[src/design/rtd_pkg.sv]
// ----------------------------------------------------------------------------
// rtd_pkg
// Shared types and constants of the rtd trimmed-mean temperature block.
// ----------------------------------------------------------------------------
`default_nettype none
package rtd_pkg;

  localparam int DEF_SAMPLES = 10;
  localparam int CODE_W      = 16;
  localparam int RES_W       = 18;
  localparam int TEMP_W      = 18;
  localparam int R0_W        = 21;
  localparam int A_W         = 24;
  localparam int B_W         = 22;
  localparam int CFG_IDX_W   = 2;
  localparam int CFG_DATA_W  = 24;
  localparam int DIV_N_W     = 64;
  localparam int DIV_D_W     = 22;

  localparam logic [CFG_IDX_W-1:0] REG_R0 = 2'd0;
  localparam logic [CFG_IDX_W-1:0] REG_A  = 2'd1;
  localparam logic [CFG_IDX_W-1:0] REG_B  = 2'd2;

  localparam logic [R0_W-1:0]         DEF_R0   = 21'd100000;
  localparam logic [A_W-1:0]          DEF_A    = 24'd3908300;
  localparam logic signed [B_W-1:0]   DEF_B    = -22'sd577500;
  localparam logic signed [TEMP_W-1:0] T_MIN   = -18'sd30000;
  localparam logic signed [TEMP_W-1:0] T_MAX   = 18'sd90000;

  typedef struct packed {
    logic [R0_W-1:0]       r0;
    logic [A_W-1:0]        a;
    logic signed [B_W-1:0] b;
  } cfg_t;

  typedef struct packed {
    logic               start;
    logic [DIV_N_W-1:0] dividend;
    logic [DIV_D_W-1:0] divisor;
  } div_req_t;

endpackage
`default_nettype wire

[src/design/rtd_front.sv]
// ----------------------------------------------------------------------------
// rtd_front
// Group accumulator (sum, max, min) and a two-entry queue of trimmed means.
// ----------------------------------------------------------------------------
`default_nettype none
module rtd_front #(
  parameter int SAMPLES = rtd_pkg::DEF_SAMPLES
) (
  input  wire logic                       clk,
  input  wire logic                       rst_n,
  input  wire logic                       push,
  input  wire logic [rtd_pkg::CODE_W-1:0] code,
  output logic                            full,
  output logic                            mq_valid,
  output logic [rtd_pkg::CODE_W-1:0]      mq_mean,
  input  wire logic                       mq_pop
);
  import rtd_pkg::*;

  localparam int SUM_W = $clog2(SAMPLES * 65535 + 1);
  localparam int CNT_W = $clog2(SAMPLES + 1);

  logic [CNT_W-1:0]  cnt_r, cnt_nxt;
  logic [SUM_W-1:0]  sum_r, sum_nxt;
  logic [CODE_W-1:0] max_r, max_nxt, min_r, min_nxt;
  logic [SUM_W-1:0]  trimmed;
  logic [CODE_W-1:0] mean;
  logic              accept, last;

  logic [CODE_W-1:0] qmem_r [2];
  logic              wp_r, rp_r;
  logic [1:0]        qcnt_r;

  assign accept  = push && !full;
  assign max_nxt = (code > max_r) ? code : max_r;
  assign min_nxt = (code < min_r) ? code : min_r;
  assign sum_nxt = sum_r + SUM_W'(code);
  assign cnt_nxt = cnt_r + CNT_W'(1);
  assign last    = (cnt_nxt == CNT_W'(SAMPLES));
  assign trimmed = sum_nxt - SUM_W'(max_nxt) - SUM_W'(min_nxt);
  // divide by eight, saturating
  assign mean    = ((trimmed >> 3) > SUM_W'(65535)) ? 16'hFFFF : CODE_W'(trimmed >> 3);

  always_ff @(posedge clk) begin
    if (!rst_n) begin
      cnt_r <= '0;
      sum_r <= '0;
      max_r <= '0;
      min_r <= '1;
    end else if (accept) begin
      if (last) begin
        cnt_r <= '0;
        sum_r <= '0;
        max_r <= '0;
        min_r <= '1;
      end else begin
        cnt_r <= cnt_nxt;
        sum_r <= sum_nxt;
        max_r <= max_nxt;
        min_r <= min_nxt;
      end
    end
  end

  assign full     = (qcnt_r == 2'd2);
  assign mq_valid = (qcnt_r != 2'd0);
  assign mq_mean  = qmem_r[rp_r];

  always_ff @(posedge clk) begin
    if (accept && last) begin
      qmem_r[wp_r] <= mean;
    end
  end

  always_ff @(posedge clk) begin
    if (!rst_n) begin
      wp_r   <= 1'b0;
      rp_r   <= 1'b0;
      qcnt_r <= 2'd0;
    end else begin
      if (accept && last) begin
        wp_r <= !wp_r;
      end
      if (mq_pop && mq_valid) begin
        rp_r <= !rp_r;
      end
      qcnt_r <= qcnt_r + 2'(accept && last) - 2'(mq_pop && mq_valid);
    end
  end

endmodule
`default_nettype wire

[config.mk]
export PLATFORM = sky130hd
export DESIGN_NAME = rtd_front
export DESIGN_NICKNAME = d
export VERILOG_FILES = /design/src/design/rtd_pkg.sv /design/src/design/rtd_front.sv
export SDC_FILE = /design/constraint.sdc
export NUM_CORES = 1
export LEC_CHECK = 0
export BUFFER_PORTS_ARGS = -buffer_cell sky130_fd_sc_hd__buf_4
export CAP_MARGIN = 20
export CORE_UTILIZATION = 40
export DETAILED_ROUTE_END_ITERATION = 7
export PLACE_DENSITY = 0.63
export SYNTH_ARGS = -nofsm -noshare
export SYNTH_HDL_FRONTEND = slang
export SYNTH_SLANG_ARGS = --single-unit
[constraint.sdc]
create_clock -name clk -period 6 [get_ports clk]
set_clock_uncertainty 0.1 [all_clocks]
set_input_delay 0 -clock clk [delete_from_list [all_inputs] [get_ports clk]]
set_output_delay 0 -clock clk [all_outputs]
set_load 0.005 [all_outputs]
# After elaboration in Yosys (flattened, before gate mapping)
# Memory sizes are Yosys's and may differ from the RTL's. A register that Yosys moved wholly into a read port is not among the register bits.
# Cells that the tools add are included.
op_classes:
  reduce_logical: 7
  n_mux: 11
  add_sub_neg: 6
  n_eq_ne: 2
  order_cmp: 3
op_table:
  columns: ["cell", "n"]
  rows:
  - ["$mux W16", 5]
  - ["$sub A20 B16 Y20", 2]
  - ["$add A20 B16 Y20", 1]
  - ["$mux W20", 1]
  - ["$gt A17 B16 Y1 const B", 1]
  - ["$gt A16 B16 Y1", 1]
  - ["$lt A16 B16 Y1", 1]
  - ["$add A4 B1 Y4 const B", 1]
  - ["$eq A4 B4 Y1 const B", 1]
  - ["$mux W1", 4]
  - ["$mux W4", 1]
  - ["$logic_and A1 B1 Y1", 3]
  - ["$logic_not A1 Y1", 3]
  - ["$add A2 B1 Y2", 1]
  - ["$eq A2 B2 Y1 const B", 1]
  - ["$reduce_bool A2 Y1", 1]
  - ["$sub A2 B1 Y2", 1]
totals:
  n_memories: 1
  elab_cells: 37
  ramBits: 32
  inputBits: 20
  output_inout_bits: 18
  ff_bits: 60
memory_table:
  columns: ["memory", "words", "word_bits", "read_ports", "rd_ports_with_merged_regs", "write_ports", "line_no", "rtl"]
  rows:
  - ["qmem_r", 2, 16, 1, 1, 1, "rtd_front.sv:30", "logic [CODE_W-1:0] qmem_r [2];"]

# Longest topological paths before layout
# Gate-level depths: netlist (run 1).
depth:
  ltp_word: 6
  ltp_mapped: 24
  depth_no_buf: 21

# Least setup slack after synthesis (run 1)
# OpenSTA, ideal clock, no wires.
synth_path:
  path_kind: "flip-flop to flip-flop"
  start: "register max_r[1]"
  end: "memory qmem_r[0][13], data pin"
  required_time_ps: 5643
  synth_period_minus_slack_ps: 5268
  t_arrival_ps: 4912
  n_path_buf: 3
  path_stages_with_launch: 23
  slack_ps: 732
  setup_ps: 257
  cell_sequence: "dfxtp_1 -> inv_1 -> ha_1 -> nor2b_1 -> o21a_1 -> o21a_1 -> o221ai_1 -> a21boi_0 -> o21ai_0 -> buf_2 -> buf_1 -> mux2i_1 -> fa_1 -> ha_1 -> o21ai_0 -> a211oi_1 -> o2111ai_1 -> and3_1 -> a311oi_1 -> nor4b_1 -> nand3_1 -> buf_2 -> a21o_2"
synth_via:
  elab_chain_cells: 6
synth_rtl:
  columns: ["item", "line_no", "rtl"]
  rows:
  - ["start: declaration", "rtd_front.sv:25", "logic [CODE_W-1:0] max_r, max_nxt, min_r, min_nxt;"]
  - ["start signal: assignment", "rtd_front.sv:59", "max_r <= max_nxt;"]
  - ["$gt A16 B16 Y1", "rtd_front.sv:35", "assign max_nxt = (code > max_r) ? code : max_r;"]
  - ["$mux W16 *", "rtd_front.sv:35", null]
  - ["$sub A20 B16 Y20 * (2 in series)", "rtd_front.sv:40", "assign trimmed = sum_nxt - SUM_W'(max_nxt) - SUM_W'(min_nxt);"]
  - ["$gt A17 B16 Y1", "rtd_front.sv:42", "assign mean = ((trimmed >> 3) > SUM_W'(65535)) ? 16'hFFFF : CODE_W'(trimmed >> 3);"]
  - ["$mux W16 *", "rtd_front.sv:42", null]
  - ["net mean[13]", "rtd_front.sv:27", "logic [CODE_W-1:0] mean;"]
  - ["end: declaration", "rtd_front.sv:30", null]
# Mark *: on every way through the listed nets, which the timed path passes. The rest lies on a longest branch.

# Worst setup path in the final report (run 1)
layout_path:
  start: "register sum_r[0]"
  end: "memory qmem_r[0][1], data pin"
layout_via:
  elab_chain_cells: 5
layout_rtl:
  columns: ["item", "line_no", "rtl"]
  rows:
  - ["start: declaration", "rtd_front.sv:24", "logic [SUM_W-1:0] sum_r, sum_nxt;"]
  - ["start signal: assignment", "rtd_front.sv:58", "sum_r <= sum_nxt;"]
  - ["$add A20 B16 Y20 *", "rtd_front.sv:37", "assign sum_nxt = sum_r + SUM_W'(code);"]
  - ["$sub A20 B16 Y20 * (2 in series)", "rtd_front.sv:40", null]
  - ["$gt A17 B16 Y1", "rtd_front.sv:42", null]
  - ["$mux W16 *", "rtd_front.sv:42", null]
  - ["net mean[1]", "rtd_front.sv:27", null]
# Marks and branches as above.

==> summary.md, run 1 <==
| Metric | Value |
|---|---|
| Gr usage total | `about a fifth` |
| Status | `finished, final reports clean` |
| Max FO, Critical Path | `14` |
| Placed Instance Area | `slightly above 0.007 mm^2` |
| Syn_area_per_cell | `between 9 and 10 um^2` |
| GP Congestion | `about 0.92` |
| Peak supply drop | `a little over 200 uV` |
| Worst Path Required | `about 6.0 ns` |
| Root buffer selected by CTS | `clkbuf_16` |
| Largest net degree at the start of global routing | `24` |
| Hpwl dp | `about 12 mm` |
| First-pass GRT wire length | `25.1 mm` |
| Worst hold-check path type | `in2reg` |
| Post-DR vias/cell | `approximately 5.4` |
| Seq/Total Area, Yosys | `about a third` |
| RR Endpoint | `qmem_r[0][1]` |
| WL final | `between 15 and 20 mm` |
| Slew Viols, Final | `0` |
| Die area | `approximately 0.017 mm^2` |
| CP Cell Sequence | `ha_1 -> inv_1 -> fa_1 -> nor2b_1 -> o31ai_2 -> buf_4 -> a21oi_1 -> a311oi_1 -> buf_4 -> o21ai_0 -> a21oi_1 -> xnor2_1 -> fa_1 -> ha_1 -> nand2_1 -> nor2_1 -> o2111ai_1 -> and3_1 -> a311oi_1 -> nor4b_1 -> nand3_2 -> a22o_2` |
| Clock latency on the worst-skew pair | `0.35 ns` |
| Leakage | `roughly 3.4 nW` |
| Crit Path Category | `reg2reg` |
| Reg-to-reg critical path startpoint | `sum_r[0]` |
| R2r setup slk | `0.49 ns` |
| # IOs | `38` |
| Relative slew slack | `between 30% and 40%` |
| Reg clk slew, reported paths | `0.07 ns` |
| Post-layout min period | `approximately 5.5 ns` |
| Yosys reg bits | `93` |
| Async SR Flop Fraction | `0%` |
| Area grow syn2layout | `16.4%` |
| GR Overflow Total | `0` |
| Post-synthesis cell area | `0.00650 mm^2` |
| CP max stage delay | `about 0.51 ns` |
| Die X | `130 um` |
| Hold Fails Final Rpt | `0` |
| Crit start category | `flop` |
| Antenna diode count | `0` |
| Inserted Clock Buffers | `9` |
| Routed len/inst | `roughly 16 um` |
| Antenna Violating Nets Remaining | `0` |
| Slew of the pin with the lowest slew margin | `approximately 0.95 ns` |
| Synth Flop Type | `dfxtp_1` |
| Period utilization | `91.8%` |
| Routed via count | `slightly above 5,000` |
| Row Count | `46` |
| Fmax achieved | `roughly 180 MHz` |
| RSZ-0062 raised after global routing | `no` |
| Initial antenna violation count | `0` |
| Drt first pass iters | `4` |
| CP max-delay cell | `nor4b_1` |
| Design area | `around 0.0076 mm^2` |
| Nets@finish | `about 800` |
| Total of max-cap violations | `0` |
| Clock sinks | `93` |
| Syn Nets | `between 700 and 800` |
| Worst Hold End | `sum_r[3]` |
| Yosys synthesis warning count | `0` |
| Crit. End Element | `flop` |
| Hold Crit Start | `push` |
| Number of synthesized flops with an enable pin | `32` |
| Fin Setup TNS | `0 ns` |
| Core box area | `about 0.016 mm^2` |
| Hold Path Depth | `4` |
| DRC Markers | `0` |
| CTS H-Tree Depth | `3` |
| Mapped Cells | `roughly 660` |
| Die Ht | `roughly 130 um` |
| CTS tree | `built` |
| Synth cell types | `65` |
| Initial cell density of the core | `around 41%` |
| Critical path origin | `sum_r[0]` |
| PortBufs | `37` |
| Number of global-route vias before repair | `4,998` |
| Pwr dens | `approximately 390 mW/mm^2` |
| Crit path DAT | `5.51 ns` |
| Postcts setup bufs | `0` |
| Reg2reg path depth | `22` |
| Iter 0 DRT Violations | `between 200 and 250` |
| CTS max path bufs | `2` |
| Setup violators final | `0` |
| Fraction of layout cells with a size suffix above 1 | `14.7%` |
## final cells by class
type	instances	area (um^2)
Clock inverter	6	111
Fill cell	1539	8320
Inverter	47	176
Clock buffer	10	229
Multi-Input combinational cell	500	4080
Sequential cell	93	2180
Tap cell	216	270
Timing Repair Buffer	64	526
## cell usage after synthesis (16+ instances only)
library cell / n / area share (%)
xnor2_1: 25 / 3.4
nor2_1: 47 / 2.7
edfxtp_1: 32 / 15
nand2_1: 45 / 2.6
ha_1: 69 / 13
inv_1: 47 / 2.7
mux2_2: 16 / 2.8
o21ai_0: 17 / 1.3
a22o_1: 17 / 2.3
a21o_1: 19 / 2.2
a21oi_1: 38 / 2.9
dfxtp_1: 61 / 19
mux2i_1: 46 / 7.1
## power by group
part / internal [mW] / total [mW] / switching [mW] / leakage (nW)
Clock: 0.407 / 0.652 / 0.245 / 0.159
Combinational: 0.649 / 1.45 / 0.803 / 2.45
Sequential: 0.780 / 0.810 / 0.0300 / 0.783
## what timing repair did
item | in CTS | in global routing
setup endpoints to repair | 0 | 22
endpoints found under the hold margin | 43 | 0
gates resized for setup | 0 | 1
hold buffers | 18 | 0
## stage by stage
step           instances  setup WS [ns]  hold slack, ns  util (%)  power, mW
3_3_place_gp         901          0.421           0.174      44.3       2.21
6_report             936          0.493           0.144      47.7       2.91
2_1_floorplan        659          0.732          0.0251         -       1.94
5_1_grt              936         0.0344           0.189      47.7       3.13
3_5_place_dp         902          0.402           0.171      44.3       2.25
4_1_cts              936          0.355           0.137      47.6       2.92
## sequential cells by signal (all words and copies together), names as in the netlist, named ones only
signal and count:
cnt_r 4, rp_r 1, wp_r 1, qcnt_r 2, max_r 16, qmem_r 32, sum_r 20, min_r 16
## worst max path at each step
| stage | slack [ns] | endpoint | cells past startpoint |
|---|---|---|---|
| floorplan | 0.73 | qmem_r[0][13] | 22 |
| global placement | 0.42 | qmem_r[0][1] | 19 |
| detailed placement | 0.40 | qmem_r[0][1] | 20 |
| CTS | 0.35 | qmem_r[0][1] | 20 |
| global route | 0.03 | qmem_r[0][1] | 19 |
| finish | 0.49 | qmem_r[0][1] | 22 |
## cells by family after synthesis
kind of cell,synth area share [%]
flops,33.6
simple gates,10.9
compound gates,19.3
mux,9.85
xor+xnor,4.56
buf+inv,4.00
fa+ha+maj,17.9
## metal layers
| layer | global-route usage, % | up-vias | share of wire, % |
|---|---|---|---|
| li1 | - | 2524 | - |
| met1 | 26.0 | 2427 | 49 |
| met2 | 32.0 | 96 | 45 |
| met3 | 4.62 | 13 | 4.3 |
| met4 | 4.99 | 0 | 1.2 |
| met5 | 0 | - | 0 |
## critical path: cells and delay by family (launching register included)
family,cells,cell delay (ns)
AOI/OAI and AO/OA,8,1.32
xor gates and xnor gates,1,0.28
adders and majority gates,4,1.44
buffers and inverters,3,0.39
DFF,1,0.33
and+or+nand+nor,6,1.40
## layout by cell type (no fill, tap or decap), drive strengths merged, types with 8 or more instances in the layout
master	count
a211oi	9
a21o	29
a21oi	38
a22o	18
a22oi	8
buf	46
clkbuf	10
dfxtp	61
dlygate4sd3	18
edfxtp	32
fa	15
ha	69
inv	47
mux2	16
mux2i	46
nand2	45
nand3	13
nor2	47
o21ai	18
xnor2	26
Power figures use the tool's default switching activity.
==> run 2, diff against run 1 <==
--- a/config.mk
+++ b/config.mk
@@ -5,6 +5,7 @@
 export SDC_FILE = /design/constraint.sdc
 export NUM_CORES = 1
 export LEC_CHECK = 0
+export ABC_AREA = 1
 export BUFFER_PORTS_ARGS = -buffer_cell sky130_fd_sc_hd__buf_4
 export CAP_MARGIN = 20
 export CORE_UTILIZATION = 40
==> summary.md, run 2 <==
| Metric | Value |
|---|---|
| CTS max path bufs | `2` |
| Initial antenna violation count | `0` |
| Peak supply drop | `~210 uV` |
| Hpwl dp | `between 10 and 15 mm` |
| Synth cell types | `between 40 and 50` |
| Syn Nets | `between 1,000 and 1,500` |
| Post-CTS sizing | `0` |
| Period utilization | `79.0%` |
| Post-synth top cells | `286 x nand2_1, 129 x inv_1, 85 x a21oi_1` |
| Mapped Cells | `slightly below 1,000` |
| Relative slew slack | `49.9%` |
| Post-synth top area share | `between 10% and 20%` |
| Root buffer selected by CTS | `clkbuf_16` |
| Post-DR vias/cell | `between 4 and 5` |
| Reg clk slew, reported paths | `0.07 ns` |
| Clock latency on the worst-skew pair | `roughly 0.35 ns` |
| Crit path DAT | `around 4.7 ns` |
| Hold Fails Final Rpt | `0` |
| Setup violators final | `0` |
| Post-layout min period | `4.74 ns` |
| Yosys reg bits | `93` |
| Area grow syn2layout | `11.2%` |
| Die area | `between 0.015 and 0.02 mm^2` |
| RSZ-0062 raised after global routing | `no` |
| Crit. End Element | `flop` |
| GR Overflow Total | `0` |
| Drt first pass iters | `5` |
| Inserted Clock Buffers | `9` |
| Most frequent cells in the layout | `286 x nand2_1, 129 x inv_1, 85 x a21oi_1, 69 x ha_1, 64 x nand3_1` |
| Post-synthesis cell area | `0.00722 mm^2` |
| Fraction of layout cells with a size suffix above 1 | `12.5%` |
| Yosys synthesis warning count | `0` |
| Fmax achieved | `between 200 and 250 MHz` |
| CTS tree | `built` |
| Worst Path Required | `around 6 ns` |
| Max FO, Critical Path | `17` |
| Slew Viols, Final | `0` |
| Number of synthesized flops with an enable pin | `32` |
| Dominant cells by area after synthesis | `dfxtp_1 17%, nand2_1 15%, edfxtp_1 13%` |
| Fin Setup TNS | `0 ns` |
| Largest register FFs | `32` |
| Clock sinks | `between 90 and 100` |
| GP Congestion | `0.927` |
| Die X | `around 140 um` |
| CTS H-Tree Depth | `3` |
| Number of global-route vias before repair | `about 5,700` |
| Async SR Flop Fraction | `0%` |
| Seq/Total Area, Yosys | `just over 30%` |
| Synth Flop Type | `dfxtp_1` |
| Syn_area_per_cell | `7.33 um^2` |
| Antenna Violating Nets Remaining | `0` |
| PortBufs | `37` |
| Postcts setup bufs | `0` |
| Die Ht | `between 100 and 150 um` |
| First-pass GRT wire length | `roughly 29 mm` |
| Leakage | `slightly below 4 nW` |
| Largest regs | `qmem_r: 32 flops, sum_r: 20 flops` |
| Largest net degree at the start of global routing | `54` |
| Placed instance count | `1,229` |
| Slew of the pin with the lowest slew margin | `0.750 ns` |
| Total of max-cap violations | `0` |
| Iter 0 DRT Violations | `roughly 450` |
| Fillers | `about 1,800` |
| Fin cells | `1,248` |
| Routed len/inst | `14.5 um` |
| Worst hold-check path type | `in2reg` |
| Status | `finished, final reports clean` |
| # IOs | `38` |
| Nets@finish | `1,122` |
| Row Count | `48` |
| Core box area | `roughly 0.017 mm^2` |
| Pwr dens | `between 300 and 400 mW/mm^2` |
| Synth area leader | `dfxtp_1` |
| DRC Markers | `0` |
| Routed via count | `around 6,200` |
| Antenna diode count | `0` |
| Most common cell after layout, fill and taps aside | `nand2_1` |
| Initial cell density of the core | `about two fifths` |
| Gr usage total | `between 20 and 25%` |
| Largest Register | `qmem_r` |
| Crit start category | `flop` |
| Crit Path Category | `reg2reg` |
| Most common cell in the netlist | `nand2_1` |
| WL final | `between 15 and 20 mm` |
-- run 2: cell types whose count changed after synthesis, moves of 18 or more --
cell,before,now
inv_1,47,129
a21o_1,19,1
a21oi_1,38,85
nand2_1,45,286
nand3_1,13,64
mux2i_1,46,0
nand2_2,0,24
-- run 2: area by class of cell --
| class | instances | area [um^2] | area share [%] |
|---|---|---|---|
| well taps | 225 | 282 | 3.50 |
| multi-input cells | 732 | 4410 | 54.9 |
| inverters | 137 | 514 | 6.40 |
| clock buffers | 10 | 229 | 2.85 |
| clock inverters | 6 | 71.3 | 0.888 |
| repair buffers | 45 | 345 | 4.30 |
| flip-flops and latches | 93 | 2180 | 27.2 |
-- run 2: timing repair --
item / in CTS / in global routing
endpoints found under the hold margin: 6 / 0
hold buffers: 3 / 0
setup endpoints to repair: 0 / 0
-- run 2: path summary, 6_finish.rpt --
path / cells after the start / startpoint / slack [ns] / endpoint
min: 5 / code[4] / 0.04 / max_r[4]
max: 19 / max_r[15] / 1.26 / qmem_r[0][2]
min reg2reg: 1 / rp_r / 0.35 / rp_r
max reg2reg: 19 / max_r[15] / 1.26 / qmem_r[0][2]
-- run 2: metal layers --
| metal | vias to the layer above | routed length, um | GRT usage, % |
|---|---|---|---|
| met5 | - | 0 | 0 |
| met4 | 0 | 290 | 6.17 |
| met3 | 18 | 665 | 2.31 |
| met2 | 118 | 8040 | 32.7 |
| met1 | 2774 | 9120 | 28.7 |
| li1 | 3266 | - | - |
-- run 2: critical path: stages (launching register included) --
cell     delay [ns]
dfxtp_1        0.33
inv_1          0.06
ha_1           0.28
nand2_1        0.10
nor4_2         0.44
nand3_2        0.42
nand2_2        0.42
nand2_1        0.12
nand2_1        0.11
fa_1           0.40
ha_1           0.38
nand2_1        0.12
nor2_1         0.16
nand4_1        0.16
nor3_1         0.30
nor2_4         0.09
nand3_2        0.09
nand2_2        0.06
nand2_4        0.20
nand2_1        0.12
-- run 2: report_power, final --
part	total, mW	switching (mW)	leakage [nW]	internal (mW)
logic	1.59	1.02	2.97	0.562
registers	0.777	0.0177	0.783	0.760
clock network	0.590	0.262	0.141	0.328
-- run 2: metrics by stage --
| stage | utilization (%) | worst slack [ns] | area [um^2] | hold slack [ns] | total power [mW] |
|---|---|---|---|---|---|
| after detailed placement | 44.1 | 1.25 | 7700 | 0.139 | 2.35 |
| after floorplan | - | 2.12 | 7220 | -0.00655 | 2.03 |
| after global routing | 46.0 | 0.827 | 8030 | 0.0615 | 3.20 |
| final | 46.0 | 1.26 | 8030 | 0.0406 | 2.95 |
| after CTS | 46.0 | 1.23 | 8030 | 0.0295 | 2.96 |
| after global placement | 44.1 | 1.37 | 7700 | 0.132 | 2.35 |
-- run 2: cell families (layout without fill, tap and decap cells) --
| kind of cell | after synthesis | after routing | synth area share (%) |
|---|---|---|---|
| compound gates | 150 | 150 | 11.4 |
| xor+xnor | 29 | 29 | 3.52 |
| fa+ha+maj | 84 | 84 | 16.1 |
| buf+inv | 161 | 198 | 8.83 |
| flops | 93 | 93 | 30.2 |
| mux | 16 | 16 | 2.49 |
| simple gates | 453 | 453 | 27.4 |
